--- src/design/sobol_ram.sv ---
module sobol_ram #(
  parameter int unsigned WIDTH = 32,
  parameter int unsigned DEPTH = 18,
  localparam int unsigned AW = (DEPTH > 1) ? $clog2(DEPTH) : 1
) (
  input  logic             clk_i,
  input  logic             we_i,
  input  logic [AW-1:0]    waddr_i,
  input  logic [WIDTH-1:0] wdata_i,
  input  logic             re_i,
  input  logic [AW-1:0]    raddr_i,
  output logic [WIDTH-1:0] rdata_o
);

  logic [WIDTH-1:0] mem_q [DEPTH];
  logic [WIDTH-1:0] rdata_q;

  always_ff @(posedge clk_i) begin
    if (we_i) begin
      mem_q[waddr_i] <= wdata_i;
    end
    if (re_i) begin
      rdata_q <= mem_q[raddr_i];
    end
  end

  assign rdata_o = rdata_q;

endmodule

--- config.mk ---
export PLATFORM = sky130hd
export DESIGN_NAME = sobol_ram
export DESIGN_NICKNAME = d
export VERILOG_FILES = /design/src/design/sobol_ram.sv
export SDC_FILE = /design/constraint.sdc
export NUM_CORES = 1
export LEC_CHECK = 0
export BUFFER_PORTS_ARGS = -buffer_cell sky130_fd_sc_hd__buf_4
export CAP_MARGIN = 25
export CORE_MARGIN = 5
export CORE_UTILIZATION = 55
export CTS_BUF_LIST = sky130_fd_sc_hd__clkbuf_8
export DETAILED_ROUTE_END_ITERATION = 6
export HOLD_SLACK_MARGIN = 0.05
export MAX_ROUTING_LAYER = met4
export PLACE_DENSITY = 0.75
export REMOVE_ABC_BUFFERS = 1
export SETUP_SLACK_MARGIN = 0.5
export SYNTH_ARGS = -nofsm -noshare
export SYNTH_HDL_FRONTEND = slang
export SYNTH_SLANG_ARGS = --single-unit
--- constraint.sdc ---
create_clock -name clk_i -period 4 [get_ports clk_i]
set_clock_uncertainty 0.1 [all_clocks]
set_input_delay 0 -clock clk_i [delete_from_list [all_inputs] [get_ports clk_i]]
set_output_delay 0 -clock clk_i [all_outputs]
set_load 0.1 [all_outputs]
==> qor.csv <==
metric,value,unit
final_cell_mix,"edfxtp_1 (608), buf_4 (102), mux4_2 (96), mux2i_1 (96), clkbuf_8 (92)",
rsz0062_at_grt,no,
power_density,467,nW/um^2
tightest_slew,905,ps
critPathRequiredTime,4180,ps
crit-reg2reg-capture,rdata_o[24],
cp.arrival,3150,ps
design_area,26400,sq um
fp-row-count,75,
crit_end,mem_q[12][27],
antenna_found_initial,2,
maxCapViolCount,0,
place.detailed.hpwl,24.8,mm
cts_root_buf,clkbuf_8,
grt_pass1_vias,11600,
crit_fanout,20,
path_class,primary input to flop,
cts.sinks,608,
syn_inst,1051,
numCtsBuffers,90,
htreeDepth,3,
finalHoldViolations,0,
slew_violations,0,
syn_avg_cell_area,21.9,sq um
drt-wirelength-per-cell,26.2,um
io_buffers,76,
initial_core_util,55.3,%
cts.path.max_buffers,3,
seq_area_frac_synth,79.3,%
ctsResizeCount,0,
cts_tree,built,
vias_per_cell,6.05,
mappedNetlistArea,23000,sq um
dieArea,46100,sq um
drive_above_1_share,27.7,%
status,completed,
die_y,215,um
syn_to_final_growth,14.6,%
hp-start,wdata_i[24],
rr_startpoint,mem_q[13][24],
crit_path_start_kind,primary input,
finalCritPeriodShare,74.3,%
setup_viol,0,
clock.fmax,336,MHz
remaining_drc_errors,0,
drt.antenna.violating_nets,0,
post-place-ws,1440,ps
first_pass_iters,5,
final_cells,1850,
ir_drop,242,uV
layout_commonest_cell,edfxtp_1,
totalWireLength,48.4,mm
slew_headroom,39.7,%
hp-class,primary input to flop,
yosys.cell_types.count,21,
core,41700,sq um
clock_latency,650,ps
r2r_slack,1960,ps
setup_tns,0,ps
fin_crit,2970,ps
grt_pass1_wl,72.5,mm
place_congestion,0.737,
grt_max_degree,71,
post_cts_buffers,0,
gr-usage-all-layers,21.8,%
clk_pin_slew,60,ps
dpl_cell_area,24400,sq um
first_iter_violations,1309,
p_leak,8.75,nW
fin_ws,1030,ps
whs,102,ps
io_pins,77,
synth-seq-cells,608,
r2r_cells,4,
nets,1284,
die_w,215,um
ys.warnings.count,0,
dp.cells,1639,
dr_total_vias,11200,
worstSetupStartpoint,waddr_i[1],
cp-end-kind,flop,
grt-ovfl-total,0,
metrics by stage:
stage / utilization [%] / total power [mW]
6_report: 63.3 / 12.3
3_3_place_gp: 58.5 / 8.04
5_1_grt: 63.3 / 12.8
4_1_cts: 63.3 / 12.4
3_5_place_dp: 58.5 / 8.06
2_1_floorplan: - / 7.70
state kept, by name, summed over array words and instances, names as in the netlist:
| register | flops |
|---|---|
| mem_q | 576 |
| rdata_o | 32 |
kinds of logic after synthesis:
| kind of cell | count (synthesis) | share of synthesized area (%) |
|---|---|---|
| flip-flops | 608 | 79.3 |
| multiplexers | 224 | 15.1 |
| AO/OA/AOI/OAI | 96 | 2.95 |
| AND/OR/NAND/NOR | 65 | 1.22 |
| buffers and inverters | 58 | 1.44 |
cells in the mapped netlist (all sizes together):
master / count / share of area (%)
or2: 1 / 0.027
nand2: 34 / 0.55
nor2b: 2 / 0.054
nand2b: 3 / 0.081
nand3b: 2 / 0.065
mux2i: 96 / 4.2
buf: 38 / 1.1
nor2: 14 / 0.23
nand3: 2 / 0.043
a221oi: 32 / 1.2
o21ai: 32 / 0.70
o211ai: 32 / 1.0
nor3b: 1 / 0.033
nor3: 5 / 0.11
mux4: 96 / 9.4
edfxtp: 608 / 79
and2: 1 / 0.027
mux2: 32 / 1.6
clkbuf: 20 / 0.33
per-layer routing:
| metal | routed length [um] | GRT usage, % | vias to the layer above |
|---|---|---|---|
| met5 | 0 | - | - |
| met4 | 771 | 5.78 | 0 |
| met3 | 3730 | 3.95 | 73 |
| li1 | - | - | 4797 |
| met2 | 23600 | 33.5 | 480 |
| met1 | 20400 | 31.0 | 5842 |
cell type report:
| type | instances | area (sq um) |
|---|---|---|
| tap | 539 | 674 |
| sequential | 608 | 18300 |
| fill | 2821 | 15300 |
| antenna | 2 | 5.00 |
| multi-input combinational | 385 | 4580 |
| clock buffer | 91 | 1250 |
| clock inverter | 71 | 304 |
| timing repair buffer | 154 | 1320 |
how the worst min path moves through the flow:
stage               endpoint  slack, ps  cells past startpoint
2_1_floorplan    mem_q[0][0]         -1                      0
6_report        mem_q[2][24]        100                      2
5_1_grt         mem_q[8][24]         90                      2
3_5_place_dp    mem_q[8][24]        210                      1
3_3_place_gp   mem_q[12][17]        200                      1
4_1_cts         mem_q[8][24]         70                      2
power by group:
group / internal, mW / leakage [nW] / switching, mW / total, mW
logic: 0.280 / 2.31 / 0.534 / 0.814
clock network: 2.12 / 0.932 / 2.23 / 4.35
registers: 7.12 / 5.51 / 0.0295 / 7.15
what timing repair did:
action	in CTS	in global routing
hold buffers	47	0
hold endpoints to repair	837	0
endpoints found under the setup margin	0	0
worst max-delay path, stage by stage:
cell	delay [ps]
dlygate4sd3_1	540
buf_4	160
nor2_1	90
dlygate4sd3_1	550
nand2_1	130
dlygate4sd3_1	690
nor2_4	470
buf_4	490
(Power assumes the default switching activity.)
